### src/rtl/core/tsp_pkg.sv
`timescale 1ns / 1ps
// Shared types, constants and helper functions of the turtle step engine.
package tsp_pkg;

    // Angle constants in whole degrees
    localparam logic [8:0] DEG_FULL    = 9'd360;
    localparam logic [8:0] DEG_HALF    = 9'd180;
    localparam logic [8:0] DEG_QUARTER = 9'd90;

    // Configuration port
    localparam int         CFG_IDX_W  = 2;
    localparam int         CFG_DATA_W = 12;
    localparam logic [CFG_IDX_W-1:0] REG_HOME_X = 2'd0;
    localparam logic [CFG_IDX_W-1:0] REG_HOME_Y = 2'd1;
    localparam logic [CFG_DATA_W-1:0] HOME_X_RESET = 12'd320;
    localparam logic [CFG_DATA_W-1:0] HOME_Y_RESET = 12'd240;

    // Width of one move step in Q16.16 (magnitude never exceeds 2^27)
    localparam int DELTA_W = 29;

    // Sine evaluation constants in Q30
    localparam logic [63:0] PI_Q30  = 64'd3373259426;
    localparam logic [63:0] ONE_Q30 = 64'd1073741824;

    typedef enum logic [1:0] {
        ACT_TURN    = 2'd0,
        ACT_FORWARD = 2'd1,
        ACT_JUMP    = 2'd2,
        ACT_CLEAR   = 2'd3
    } action_t;

    // Command held in the input register; turn already reduced to 0..359
    typedef struct packed {
        action_t            action;
        logic signed [19:0] distance;
        logic [8:0]         turn_mod;
    } cmd_t;

    // One result item
    typedef struct packed {
        logic               line_valid;
        logic signed [15:0] start_x;
        logic signed [15:0] start_y;
        logic signed [15:0] end_x;
        logic signed [15:0] end_y;
        logic               run_start;
        logic               run_closed;
        logic [8:0]         heading;
    } res_t;

    // Sine of q degrees (q in 0..90) in Q30, odd Taylor series to x^15.
    // Only evaluated at elaboration to build the quarter-wave table.
    function automatic logic [63:0] sin_q30(input int unsigned q);
        logic [63:0] x;
        logic [63:0] x2;
        logic [63:0] t;
        longint      s;
        if (q == 0) return 64'd0;
        if (q >= 90) return ONE_Q30;
        x  = (64'(q) * PI_Q30 + 64'd90) / 64'd180;
        x2 = (x * x + (64'd1 << 29)) >> 30;
        t  = x;
        s  = longint'(x);
        t  = ((t * x2) >> 30) / 64'd6;
        s  = s - longint'(t);
        t  = ((t * x2) >> 30) / 64'd20;
        s  = s + longint'(t);
        t  = ((t * x2) >> 30) / 64'd42;
        s  = s - longint'(t);
        t  = ((t * x2) >> 30) / 64'd72;
        s  = s + longint'(t);
        t  = ((t * x2) >> 30) / 64'd110;
        s  = s - longint'(t);
        t  = ((t * x2) >> 30) / 64'd156;
        s  = s + longint'(t);
        t  = ((t * x2) >> 30) / 64'd210;
        s  = s - longint'(t);
        if (s < 0) s = 0;
        if (s > longint'(ONE_Q30)) s = longint'(ONE_Q30);
        return 64'(s);
    endfunction

    // Quarter-wave sine rounded half up to frac_bits fraction bits
    function automatic logic [63:0] sin_round(input int unsigned q, input int frac_bits);
        logic [63:0] s;
        s = sin_q30(q);
        return (s + (64'd1 << (29 - frac_bits))) >> (30 - frac_bits);
    endfunction

    // Q16.16 position plus step, clamped to the signed 32-bit range
    function automatic logic [31:0] sat_add(input logic [31:0] a,
                                            input logic [DELTA_W-1:0] d);
        logic [33:0] s;
        s = {{2{a[31]}}, a} + {{(34 - DELTA_W){d[DELTA_W-1]}}, d};
        if (s[33:31] == 3'b000 || s[33:31] == 3'b111) return s[31:0];
        else if (s[33]) return 32'h8000_0000;
        else return 32'h7fff_ffff;
    endfunction

    // Q16.16 to whole pixels, truncated toward zero
    function automatic logic [15:0] trunc_px(input logic [31:0] v);
        if (v[31] && (v[15:0] != 16'd0)) return v[31:16] + 16'd1;
        else return v[31:16];
    endfunction

endpackage

### src/rtl/core/tsp_in_stage.sv
`timescale 1ns / 1ps
// Input register of the turtle step engine, with the turn reduced modulo 360.
module tsp_in_stage (
    input  logic               clk,
    input  logic               rst_n,
    input  logic               in_valid,
    output logic               in_ready,
    input  logic [1:0]         action,
    input  logic signed [19:0] distance,
    input  logic signed [15:0] turn_degrees,
    output logic               cmd_valid,
    output tsp_pkg::cmd_t      cmd,
    input  logic               cmd_take
);

    // Offset 92*360 makes every turn positive without changing it mod 360
    localparam logic [17:0] TURN_OFFSET = 18'd33120;
    // floor(2^24 / 360); quotient is at most one low, fixed by one compare
    localparam logic [15:0] RECIP_360   = 16'd46603;

    logic          valid_reg;
    tsp_pkg::cmd_t cmd_reg;
    tsp_pkg::cmd_t cmd_next;

    logic [17:0] turn_sum;
    logic [16:0] turn_off;
    logic [32:0] quot_prod;
    logic [7:0]  quot;
    logic [16:0] quot_mul;
    logic [16:0] rem;
    logic [16:0] rem_fix;

    // Turn reduction: reciprocal multiply, then one correction step
    assign turn_sum  = {{2{turn_degrees[15]}}, turn_degrees} + TURN_OFFSET;
    assign turn_off  = turn_sum[16:0];
    assign quot_prod = {16'd0, turn_off} * {17'd0, RECIP_360};
    assign quot      = quot_prod[31:24];
    assign quot_mul  = {9'd0, quot} * {8'd0, tsp_pkg::DEG_FULL};
    assign rem       = turn_off - quot_mul;
    assign rem_fix   = (rem >= {8'd0, tsp_pkg::DEG_FULL}) ?
                       (rem - {8'd0, tsp_pkg::DEG_FULL}) : rem;

    always_comb
    begin
        cmd_next.action   = tsp_pkg::action_t'(action);
        cmd_next.distance = distance;
        cmd_next.turn_mod = rem_fix[8:0];
    end

    // Register empties as the core takes it, so a new transfer fits each cycle while the core keeps taking
    assign in_ready = !valid_reg || cmd_take;

    always_ff @(posedge clk or negedge rst_n)
    begin
        if (!rst_n)
        begin
            valid_reg <= 1'b0;
        end
        else if (in_ready)
        begin
            valid_reg <= in_valid;
        end
    end

    always_ff @(posedge clk)
    begin
        if (in_valid && in_ready)
        begin
            cmd_reg <= cmd_next;
        end
    end

    assign cmd_valid = valid_reg;
    assign cmd       = cmd_reg;

endmodule

### src/rtl/core/tsp_trig.sv
`timescale 1ns / 1ps
// Sine and cosine of a whole-degree heading from a quarter-wave table.
module tsp_trig #(
    parameter int TRIG_FRAC_BITS = 15
) (
    input  logic [8:0]                       heading,
    output logic signed [TRIG_FRAC_BITS+1:0] sin_val,
    output logic signed [TRIG_FRAC_BITS+1:0] cos_val
);

    localparam int TW = TRIG_FRAC_BITS + 2;

    typedef struct packed {
        logic       neg;
        logic [6:0] idx;
    } fold_t;

    logic [TRIG_FRAC_BITS:0] quarter_tab [0:90];

    // Constant table, one entry per degree of the first quadrant
    genvar gi;
    generate
        for (gi = 0; gi <= 90; gi++)
        begin : g_tab
            localparam logic [63:0] ENTRY = tsp_pkg::sin_round(gi, TRIG_FRAC_BITS);
            assign quarter_tab[gi] = ENTRY[TRIG_FRAC_BITS:0];
        end
    endgenerate

    // Fold an angle in 0..359 onto the first quadrant
    function automatic fold_t fold(input logic [8:0] d);
        fold_t      f;
        logic [8:0] h;
        f.neg = (d >= tsp_pkg::DEG_HALF);
        h     = f.neg ? (d - tsp_pkg::DEG_HALF) : d;
        h     = (h > tsp_pkg::DEG_QUARTER) ? (tsp_pkg::DEG_HALF - h) : h;
        f.idx = h[6:0];
        return f;
    endfunction

    logic [9:0]              cos_sum;
    logic [8:0]              cos_ang;
    fold_t                   sin_f;
    fold_t                   cos_f;
    logic [TW-1:0]           sin_mag;
    logic [TW-1:0]           cos_mag;

    // cos(h) = sin(h + 90)
    assign cos_sum = {1'b0, heading} + {1'b0, tsp_pkg::DEG_QUARTER};
    assign cos_ang = (cos_sum >= {1'b0, tsp_pkg::DEG_FULL}) ?
                     9'(cos_sum - {1'b0, tsp_pkg::DEG_FULL}) : cos_sum[8:0];

    assign sin_f   = fold(heading);
    assign cos_f   = fold(cos_ang);
    assign sin_mag = {1'b0, quarter_tab[sin_f.idx]};
    assign cos_mag = {1'b0, quarter_tab[cos_f.idx]};

    assign sin_val = sin_f.neg ? $signed(-sin_mag) : $signed(sin_mag);
    assign cos_val = cos_f.neg ? $signed(-cos_mag) : $signed(cos_mag);

endmodule

### src/rtl/core/tsp_move.sv
`timescale 1ns / 1ps
// Distance times trig value, rounded half away from zero to Q16.16.
module tsp_move #(
    parameter int TRIG_FRAC_BITS = 15
) (
    input  logic signed [19:0]               distance,
    input  logic signed [TRIG_FRAC_BITS+1:0] trig,
    output logic [tsp_pkg::DELTA_W-1:0]      delta
);

    localparam int PW = 20 + TRIG_FRAC_BITS + 2;
    localparam int SH = TRIG_FRAC_BITS - 8;

    logic signed [PW-1:0] prod;
    logic [PW-1:0]        mag;
    logic [PW-1:0]        mag_r;
    logic                 neg;

    // Product is Q(8 + TRIG_FRAC_BITS)
    assign prod = PW'(distance) * PW'(trig);
    assign neg  = prod[PW-1];
    assign mag  = neg ? PW'(-prod) : PW'(prod);

    // Round the magnitude, then put the sign back
    generate
        if (SH > 0)
        begin : g_round
            localparam logic [PW-1:0] HALF = PW'(1) << (SH - 1);
            assign mag_r = (mag + HALF) >> SH;
        end
        else
        begin : g_exact
            assign mag_r = mag;
        end
    endgenerate

    assign delta = neg ? (~mag_r[tsp_pkg::DELTA_W-1:0] + 1'b1)
                       : mag_r[tsp_pkg::DELTA_W-1:0];

endmodule

### src/rtl/core/turtle_heading_position_step.sv
`timescale 1ns / 1ps
// Top level of the turtle step engine: state, move logic and result register.
//
// Each accepted command (turn, forward, jump, clear) gives exactly one result
// item. The engine takes one command per clock while results are taken. A
// command is held in the input register, with the turn reduced modulo 360 on
// its way in, then passes through the move logic into the result register,
// from which its result is offered. The position is updated combinationally
// from the registered state:
// a distance-times-trig multiply, rounding, and a saturating Q16.16 add, so
// each command sees the position left by the one before. Sine and cosine of
// the current heading are kept in registers and refreshed from a constant
// quarter-wave table whenever the heading changes. A stalled result holds in
// the result register while the input register, if empty, still takes one more command.
// home_x and home_y take effect at the next clear; writes are meant
// for idle periods only.
module turtle_heading_position_step #(
    parameter int TRIG_FRAC_BITS = 15
) (
    input  logic               clk,
    input  logic               rst_n,
    // Configuration writes
    input  logic               cfg_write,
    input  logic [1:0]         cfg_index,
    input  logic [11:0]        cfg_data,
    // Command channel
    input  logic               in_valid,
    output logic               in_ready,
    input  logic [1:0]         action,
    input  logic signed [19:0] distance,
    input  logic signed [15:0] turn_degrees,
    // Result channel
    output logic               out_valid,
    input  logic               out_ready,
    output logic               line_valid,
    output logic signed [15:0] start_x,
    output logic signed [15:0] start_y,
    output logic signed [15:0] end_x,
    output logic signed [15:0] end_y,
    output logic               run_start,
    output logic               run_closed,
    output logic [8:0]         heading
);

    localparam int TW = TRIG_FRAC_BITS + 2;
    localparam logic [TW-1:0] TRIG_ONE = TW'(1) << TRIG_FRAC_BITS;

    logic          cmd_valid;
    tsp_pkg::cmd_t cmd;
    logic          core_ready;
    logic          advance;

    logic [11:0]   home_x_reg;
    logic [11:0]   home_y_reg;
    logic [8:0]    heading_reg;
    logic [8:0]    heading_next;
    logic [31:0]   pos_x_reg;
    logic [31:0]   pos_x_next;
    logic [31:0]   pos_y_reg;
    logic [31:0]   pos_y_next;
    logic          run_open_reg;
    logic          run_open_next;
    logic signed [TW-1:0] sin_reg;
    logic signed [TW-1:0] cos_reg;
    logic signed [TW-1:0] sin_next;
    logic signed [TW-1:0] cos_next;

    logic [tsp_pkg::DELTA_W-1:0] dx;
    logic [tsp_pkg::DELTA_W-1:0] dy;
    logic [31:0]   moved_x;
    logic [31:0]   moved_y;
    logic [9:0]    head_sum;
    logic [8:0]    head_wrap;

    logic          out_valid_reg;
    tsp_pkg::res_t res_reg;
    tsp_pkg::res_t res_next;

    tsp_in_stage u_in_stage (
        .clk          (clk),
        .rst_n        (rst_n),
        .in_valid     (in_valid),
        .in_ready     (in_ready),
        .action       (action),
        .distance     (distance),
        .turn_degrees (turn_degrees),
        .cmd_valid    (cmd_valid),
        .cmd          (cmd),
        .cmd_take     (advance)
    );

    // Result register frees up when empty or when its transfer completes
    assign core_ready = !out_valid_reg || out_ready;
    assign advance    = cmd_valid && core_ready;

    // Step sizes from the stored trig values
    tsp_move #(.TRIG_FRAC_BITS(TRIG_FRAC_BITS)) u_move_x (
        .distance (cmd.distance),
        .trig     (cos_reg),
        .delta    (dx)
    );

    tsp_move #(.TRIG_FRAC_BITS(TRIG_FRAC_BITS)) u_move_y (
        .distance (cmd.distance),
        .trig     (sin_reg),
        .delta    (dy)
    );

    assign moved_x = tsp_pkg::sat_add(pos_x_reg, dx);
    assign moved_y = tsp_pkg::sat_add(pos_y_reg, dy);

    // New heading after a turn
    assign head_sum  = {1'b0, heading_reg} + {1'b0, cmd.turn_mod};
    assign head_wrap = (head_sum >= {1'b0, tsp_pkg::DEG_FULL}) ?
                       9'(head_sum - {1'b0, tsp_pkg::DEG_FULL}) : head_sum[8:0];

    // Command execution
    always_comb
    begin
        heading_next  = heading_reg;
        pos_x_next    = pos_x_reg;
        pos_y_next    = pos_y_reg;
        run_open_next = run_open_reg;
        res_next      = '0;
        if (advance)
        begin
            unique case (cmd.action)
                tsp_pkg::ACT_TURN:
                begin
                    heading_next = head_wrap;
                end
                tsp_pkg::ACT_FORWARD:
                begin
                    res_next.line_valid = 1'b1;
                    res_next.start_x    = tsp_pkg::trunc_px(pos_x_reg);
                    res_next.start_y    = tsp_pkg::trunc_px(pos_y_reg);
                    res_next.end_x      = tsp_pkg::trunc_px(moved_x);
                    res_next.end_y      = tsp_pkg::trunc_px(moved_y);
                    res_next.run_start  = !run_open_reg;
                    run_open_next       = 1'b1;
                    pos_x_next          = moved_x;
                    pos_y_next          = moved_y;
                end
                tsp_pkg::ACT_JUMP:
                begin
                    res_next.run_closed = run_open_reg;
                    run_open_next       = 1'b0;
                    pos_x_next          = moved_x;
                    pos_y_next          = moved_y;
                end
                tsp_pkg::ACT_CLEAR:
                begin
                    res_next.run_closed = run_open_reg;
                    run_open_next       = 1'b0;
                    pos_x_next          = {4'd0, home_x_reg, 16'd0};
                    pos_y_next          = {4'd0, home_y_reg, 16'd0};
                end
                default:
                begin
                    heading_next = heading_reg;
                end
            endcase
        end
        res_next.heading = heading_next;
    end

    // Trig of the heading the next command will use
    tsp_trig #(.TRIG_FRAC_BITS(TRIG_FRAC_BITS)) u_trig (
        .heading (heading_next),
        .sin_val (sin_next),
        .cos_val (cos_next)
    );

    // Home registers
    always_ff @(posedge clk or negedge rst_n)
    begin
        if (!rst_n)
        begin
            home_x_reg <= tsp_pkg::HOME_X_RESET;
            home_y_reg <= tsp_pkg::HOME_Y_RESET;
        end
        else if (cfg_write)
        begin
            unique case (cfg_index)
                tsp_pkg::REG_HOME_X: home_x_reg <= cfg_data;
                tsp_pkg::REG_HOME_Y: home_y_reg <= cfg_data;
                default:             home_y_reg <= home_y_reg;
            endcase
        end
    end

    // Turtle state
    always_ff @(posedge clk or negedge rst_n)
    begin
        if (!rst_n)
        begin
            heading_reg  <= '0;
            pos_x_reg    <= {4'd0, tsp_pkg::HOME_X_RESET, 16'd0};
            pos_y_reg    <= {4'd0, tsp_pkg::HOME_Y_RESET, 16'd0};
            run_open_reg <= 1'b0;
            sin_reg      <= '0;
            cos_reg      <= TRIG_ONE;
        end
        else
        begin
            heading_reg  <= heading_next;
            pos_x_reg    <= pos_x_next;
            pos_y_reg    <= pos_y_next;
            run_open_reg <= run_open_next;
            sin_reg      <= sin_next;
            cos_reg      <= cos_next;
        end
    end

    // Result register
    always_ff @(posedge clk or negedge rst_n)
    begin
        if (!rst_n)
        begin
            out_valid_reg <= 1'b0;
        end
        else if (core_ready)
        begin
            out_valid_reg <= cmd_valid;
        end
    end

    always_ff @(posedge clk)
    begin
        if (advance)
        begin
            res_reg <= res_next;
        end
    end

    assign out_valid  = out_valid_reg;
    assign line_valid = res_reg.line_valid;
    assign start_x    = res_reg.start_x;
    assign start_y    = res_reg.start_y;
    assign end_x      = res_reg.end_x;
    assign end_y      = res_reg.end_y;
    assign run_start  = res_reg.run_start;
    assign run_closed = res_reg.run_closed;
    assign heading    = res_reg.heading;

    // A segment never closes a run in the same result
    a_draw_not_closed: assert property (@(posedge clk) disable iff (!rst_n)
        out_valid |-> !(line_valid && run_closed))
        else $error("segment result also reports a closed run");

    // Run start only on drawn segments
    a_start_on_line: assert property (@(posedge clk) disable iff (!rst_n)
        (out_valid && run_start) |-> line_valid)
        else $error("run start without a segment");

    // Coordinates are zero in non-drawing results
    a_coords_zero: assert property (@(posedge clk) disable iff (!rst_n)
        (out_valid && !line_valid) |->
        (start_x == 16'sd0 && start_y == 16'sd0 && end_x == 16'sd0 && end_y == 16'sd0))
        else $error("coordinates set in a non-drawing result");

    // Heading stays inside one turn
    a_heading_range: assert property (@(posedge clk) disable iff (!rst_n)
        heading_reg < tsp_pkg::DEG_FULL)
        else $error("heading out of range");

    // A forward command leaves a run open
    a_forward_opens: assert property (@(posedge clk) disable iff (!rst_n)
        (advance && cmd.action == tsp_pkg::ACT_FORWARD) |=> run_open_reg)
        else $error("run not open after a forward command");

endmodule
### config.mk
export PLATFORM = sky130hd
export DESIGN_NAME = turtle_heading_position_step
export DESIGN_NICKNAME = d
export VERILOG_FILES = /design/src/rtl/core/tsp_pkg.sv /design/src/rtl/core/tsp_in_stage.sv /design/src/rtl/core/tsp_trig.sv /design/src/rtl/core/tsp_move.sv /design/src/rtl/core/turtle_heading_position_step.sv
export SDC_FILE = /design/constraint.sdc
export NUM_CORES = 2
export LEC_CHECK = 0
export ABC_AREA = 1
export BUFFER_PORTS_ARGS = -buffer_cell sky130_fd_sc_hd__buf_2
export CAP_MARGIN = 40
export CORE_MARGIN = 2
export CORE_UTILIZATION = 53
export CTS_BUF_LIST = sky130_fd_sc_hd__clkbuf_16
export CTS_CLUSTER_SIZE = 25
export DETAILED_ROUTE_END_ITERATION = 8
export PLACE_DENSITY = 0.7
export SYNTH_ARGS = -nofsm -noshare
export SYNTH_HDL_FRONTEND = slang
export SYNTH_SLANG_ARGS = --single-unit
export TNS_END_PERCENT = 20
### constraint.sdc
create_clock -name clk -period 15.23 [get_ports clk]
set_input_delay 3.046 -clock clk [delete_from_list [all_inputs] [get_ports clk]]
set_output_delay 3.046 -clock clk [all_outputs]
set_load 0.005 [all_outputs]
Word-level counts from Yosys, hierarchy flattened:

Memory sizes are Yosys's and may differ from the RTL's.
Cells that the tools add are included.

* output and inout port bits: 78
* memories: 2
* register bits: 241
* bits in read-only memories: 4096

Memories
* (no name shown): words 128, width 16, read ports 1, clocked after memory_dff 0, wr ports 0, RTL line tsp_trig.sv:56 `assign cos_mag = {1'b0, quarter_tab[cos_f.idx]};`
* (no name shown): words 128, width 16, read ports 1, clocked after memory_dff 0, wr ports 0, RTL line tsp_trig.sv:55 `assign sin_mag = {1'b0, quarter_tab[sin_f.idx]};`

* bitwise operators: 4
* multipliers: 4
* mux-type cells: 31
* $add $sub $neg: 25
* reduce and logical (&&, ||, !) cells: 29
* eq/ne operators: 6
* order comparisons: 9

Operators by type and width (number)
* two-way mux 16 bit: 8
* two-way mux 32 bit: 4
* one-hot mux 32 bit (2 select lines): 2
* multiplier 20 x 17 -> 37 bit: 2
* adder 36 x 7 -> 36 bit (second input constant): 2
* two-way mux 36 bit: 2
* negation 36 bit: 2
* adder 32 x 29 -> 33 bit: 2
* two-way mux 66 bit: 1
* adder 16 x 1 -> 16 bit (second input constant): 4
* nonzero test 16 bit: 4
* two-way mux 9 bit: 7
* adder 29 x 1 -> 29 bit (second input constant): 2
* two-way mux 29 bit: 2
* inverter 29 bit: 2
* two-way mux 17 bit: 2
* negation 16 -> 17 bit: 2
* multiplier 17 x 16 -> 32 bit (second input constant): 1
* subtractor 9 bit (second input constant): 3
* >= comparator 10 x 9 -> 1 bit (second input constant): 2
* >= comparator 9 x 8 -> 1 bit (second input constant): 2
* greater-than comparator 9 x 7 -> 1 bit (second input constant): 2
* subtractor 9 x 8 -> 9 bit (second input constant): 2
* adder 16 x 17 -> 17 bit (second input constant): 1
* 21 further kinds: 45

Depth between registers and ports, before layout:

* word-level depth: 18
* gate-level depth with buffers: 84
* gate-level depth less buffers: 80

Hierarchy:

A second synthesis with hierarchy kept.

* cells, all modules: 9388
* area, all modules: 62889.1 um^2

By module, submodules not included
* tsp_move at u_move_x: area each 17568.1 um^2, cells an instance 2638, times used 1
* tsp_move at u_move_y: area each 17446.7 um^2, cells an instance 2648, times used 1
* turtle_heading_position_step: area each 14785.4 um^2, cells an instance 2026, times used 1
* tsp_in_stage: area each 7369.6 um^2, cells an instance 899, times used 1
* tsp_trig: area each 5719.2 um^2, cells an instance 1177, times used 1

Worst setup path after synthesis:

OpenSTA, ideal clock, no wires.

* path type: reg2reg
* from: register u_in_stage.cmd_reg (netlist bit u_in_stage.cmd[15])
* to: register res_reg (netlist bit end_y[14]), data pin
* arrival time: 12711 ps
* library setup time: 267 ps
* path slack: 2252 ps
* data required time: 14963 ps
* stages on the path, launching flop included: 75
* cells stage by stage: edfxtp_1 > clkbuf_1 > clkbuf_1 > nand2_1 > inv_1 > fa_1 > inv_1 > fa_1 > fa_1 > inv_1 > fa_1 > fa_1 > inv_1 > fa_1 > inv_1 > ha_1 > a21oi_1 > a21boi_1 > (+39 left out) > o21ai_0 > a21boi_0 > o21ai_0 > a21boi_0 > o21ai_0 > xor2_1 > nor2_1 > inv_1 > clkbuf_1 > a21oi_1 > ha_1 > inv_1 > nor2_1 > nand2_1 > nor3_1 > nand3_1 > o21ai_0 > a21oi_1

* cells in the longest elaborated chain, start to end: 14
* elaborated cells on any way between the ends: 17
* those cells by class: add/sub: 5; mul: 1; eq/ne: 1; mux: 5; bitwise: 1; reduce/logical: 4

RTL lines
* start: declaration: RTL line tsp_in_stage.sv:22 `tsp_pkg::cmd_t cmd_reg;`
* start signal: assignment: RTL line tsp_in_stage.sv:69 `cmd_reg <= cmd_next;`
* multiplier 20 x 17 -> 37 bit (*): RTL line tsp_move.sv:20 `assign prod = PW'(distance) * PW'(trig);`
* negation 36 bit: RTL line tsp_move.sv:22 `assign mag = neg ? PW'(-prod) : PW'(prod);`
* two-way mux 36 bit: RTL line tsp_move.sv:22
* adder 36 x 7 -> 36 bit: RTL line tsp_move.sv:29 `assign mag_r = (mag + HALF) >> SH;`
* inverter 29 bit: RTL line tsp_move.sv:37 `assign delta = neg ? (~mag_r[tsp_pkg::DELTA_W-1:0] + 1'b1)`
* adder 29 x 1 -> 29 bit: RTL line tsp_move.sv:37
* two-way mux 29 bit (*): RTL line tsp_move.sv:37
* adder 32 x 29 -> 33 bit (*): RTL line tsp_pkg.sv:94 `s = {{2{a[31]}}, a} + {{(34 - DELTA_W){d[DELTA_W-1]}}, d};`
* == test 3 bit or zero test 3 bit (tied branches): RTL line tsp_pkg.sv:95 `if (s[33:31] == 3'b000 || s[33:31] == 3'b111) return s[31:0];`
* logical OR 1 bit: RTL line tsp_pkg.sv:95
* two-way mux 32 bit (*): RTL line tsp_pkg.sv:95
* parallel branches: the longest is 2 deep, another holds adder 16 x 1 -> 16 bit
* two-way mux 16 bit (*): RTL line tsp_pkg.sv:102 `if (v[31] && (v[15:0] != 16'd0)) return v[31:16] + 16'd1;`
* end signal: assignment: RTL line turtle_heading_position_step.sv:232 `res_reg <= res_next;`
* end: declaration: RTL line turtle_heading_position_step.sv:76 `tsp_pkg::res_t res_reg;`

Every way passes the cells marked *.
A chain may end at the register's enable or synchronous reset.

Worst setup path after layout:

* from: register u_in_stage.cmd_reg (netlist bit u_in_stage.cmd[19])
* to: register res_reg (netlist bit end_y[14]), data pin

Same word-level chain as after synthesis.

==> results.ini <==
[run_status]
status=finished, final reports clean

[timing]
setup_viol=0
finalHoldViolations=0
fmax_ghz=0.07164
grt_setup_unrepaired=no
worstMarginPinSlew_ns=0.8896
relSlewSlack_pct=40.70
fin_tns_setup_ns=0
min_period_ns=13.96
fin_worst_skew_ns=0.05848
drv_slew=0
min_period_over_period_pct=91.65

[global_route]
grt_max_degree=74
groute.usage.overall_pct=28.70
gr-total-overflow=0
grt_pass1_wl_um=237700
gr-usage-met2_pct=49.65
grt_pass1_vias=46320
grt_busiest_layer=met2
use_met3_pct=3.909
globalRouteMet1Util_pct=35.67
antenna_found_initial=6

[yosys]
synth_mux_area_share_pct=0
yosysMostFrequentCell=inv_1
synth.distinct_cells=69
yosysWarnings=0
ys_ff_latch=241
yosys.area_share.simple_pct=19.74
synthAdderAreaFrac_pct=39.46
synth_compound_area_share_pct=8.355
synthArstFlopShare_pct=55.60
synth_top_family_by_area=adder cells
synth.cell_area_um2=53130
yosysSeqAreaShare_pct=12.39
avgSynthCellArea_um2=7.514
ys_top_cells_by_count=inv_1 (1677), nand2_1 (1600), fa_1 (771), ha_1 (442), nor2_1 (350)
synthCells=7071
synth_nets=8341
synth-xor-area-share_pct=6.146
yosys_most_used_dff=dfrtp_1
synth_top_area_share_pct=29.05
synth_area_leader_cell=fa_1
synth_edf_count=107
synth.area.top_cells=fa_1 (29%), inv_1 (12%), nand2_1 (11%)

[route]
antenna_left=0
routed_wl_um=143900
drc_errors=0
first_pass_iters=6
drt-vias-per-instance=5.363
vias=45190
wire_per_inst_um=17.08
drtIter0Drc=3399

[floorplanning]
die_area_um2=102800
start_util_pct=53.29
die_w_um=320.6
rows=116
ios=135
core_um2=99710
die_h_um=320.6

[worst_setup_path]
slowest_stage=edfxtp_1
arrival_ns=14.29
crit_type=flop to flop
cp_max_fo=15
cpPeakStageDelay_ns=0.85
startpoint_type=flop
required_ns=15.56
end_kind=flop

[clock_tree]
postCtsHoldBufs=0
clock_latency_ns=0.62
cts_tree=built
cts.path.max_buffers=3
cts-buffers-inserted=34
h-tree-depth=2
cts.clk_slew.worst_paths_ns=0.06
cts-root-buf=clkbuf_16
cts_sinks=241

[place]
portBuffers=134
gp_congestion=0.9749
hpwl_um=117600

[cells_and_area]
fin_nets=8368
drive_above_1_share_pct=6.162
fin_util_pct=56.80
syn_to_final_growth_pct=6.603

[job]
drv_cap=0

[hold_path]
hold_path_class=flop to flop

-- logic make-up after synthesis --
logic type / after synthesis
buffers and inverters: 1939
AOI/OAI and AO/OA: 805
adders and majority gates: 1213
and+or+nand+nor: 2504
DFF: 241
xor gates and xnor gates: 369
-- worst max-delay path, delay by kind of cell (launching register included) --
kind | cells | cell delay (ns)
compound gates | 31 | 5.38
fa+ha+maj | 10 | 4.13
xor+xnor | 4 | 0.90
simple gates | 15 | 1.85
buf+inv | 7 | 0.57
flops | 1 | 0.85
-- layout by cell type, fill, tap and decap left out, types with 43 or more instances in the layout --
cell type,count
inv_1,1679
nand2_1,1596
fa_1,771
ha_1,442
nor2_1,346
o21ai_0,303
a21oi_1,295
nand3_1,292
xor2_1,248
buf_2,133
xnor2_1,114
dfrtp_1,112
edfxtp_1,107
buf_4,82
nor3_1,77
nand4_1,43
-- what timing repair did --
item                                    4_1_cts  5_1_grt
setup buffers                                 0       11
gates resized for setup                       0       38
endpoints found under the setup margin        0       32
-- final cells by class --
cell class / instances / area (um2)
multi-input combinational: 4891 / 39260
clock buffer: 35 / 875.8
clock inverter: 27 / 286.5
fill: 9288 / 43070
timing repair buffer: 233 / 1610
inverter: 1697 / 6380
antenna: 5 / 12.51
sequential: 241 / 6594
tap: 1298 / 1624
-- worst paths after layout --
kind	startpoint	endpoint	slack (ns)	cells after the start
setup / recovery	u_in_stage.cmd[19]	end_y[14]	1.27	67
hold / removal	home_x_reg[10]	home_x_reg[10]	0.48	2
setup reg to reg	u_in_stage.cmd[19]	end_y[14]	1.27	67
hold reg to reg	home_x_reg[10]	home_x_reg[10]	0.48	2
max in group asynchronous	rst_n	home_x_reg[8]	11.66	3
min in group asynchronous	rst_n	pos_x_reg[30]	2.43	1
-- stage by stage --
step / cells / hold WS [ns] / setup slack [ns] / area [um2]
2_1_floorplan: 7071 / 0.4479 / 2.252 / 53130
3_3_place_gp: 8342 / 0.4612 / 0.9090 / 55090
3_5_place_dp: 8349 / 0.4682 / 0.5316 / 55250
4_1_cts: 8411 / 0.4830 / 0.5484 / 56420
5_1_grt: 8425 / 0.5130 / 0.01143 / 56630
6_report: 8427 / 0.4833 / 1.272 / 56640
-- routing by layer --
layer / vias to the layer above / share of wire (%)
met5: - / 0
li1: 21530 / -
met3: 377 / 6.4
met4: 0 / 4.5
met1: 21680 / 40
met2: 1608 / 49
Power is left out: the tool's default activity adds up to more than one toggle a clock period on the data nets, which glitch-free logic cannot reach.
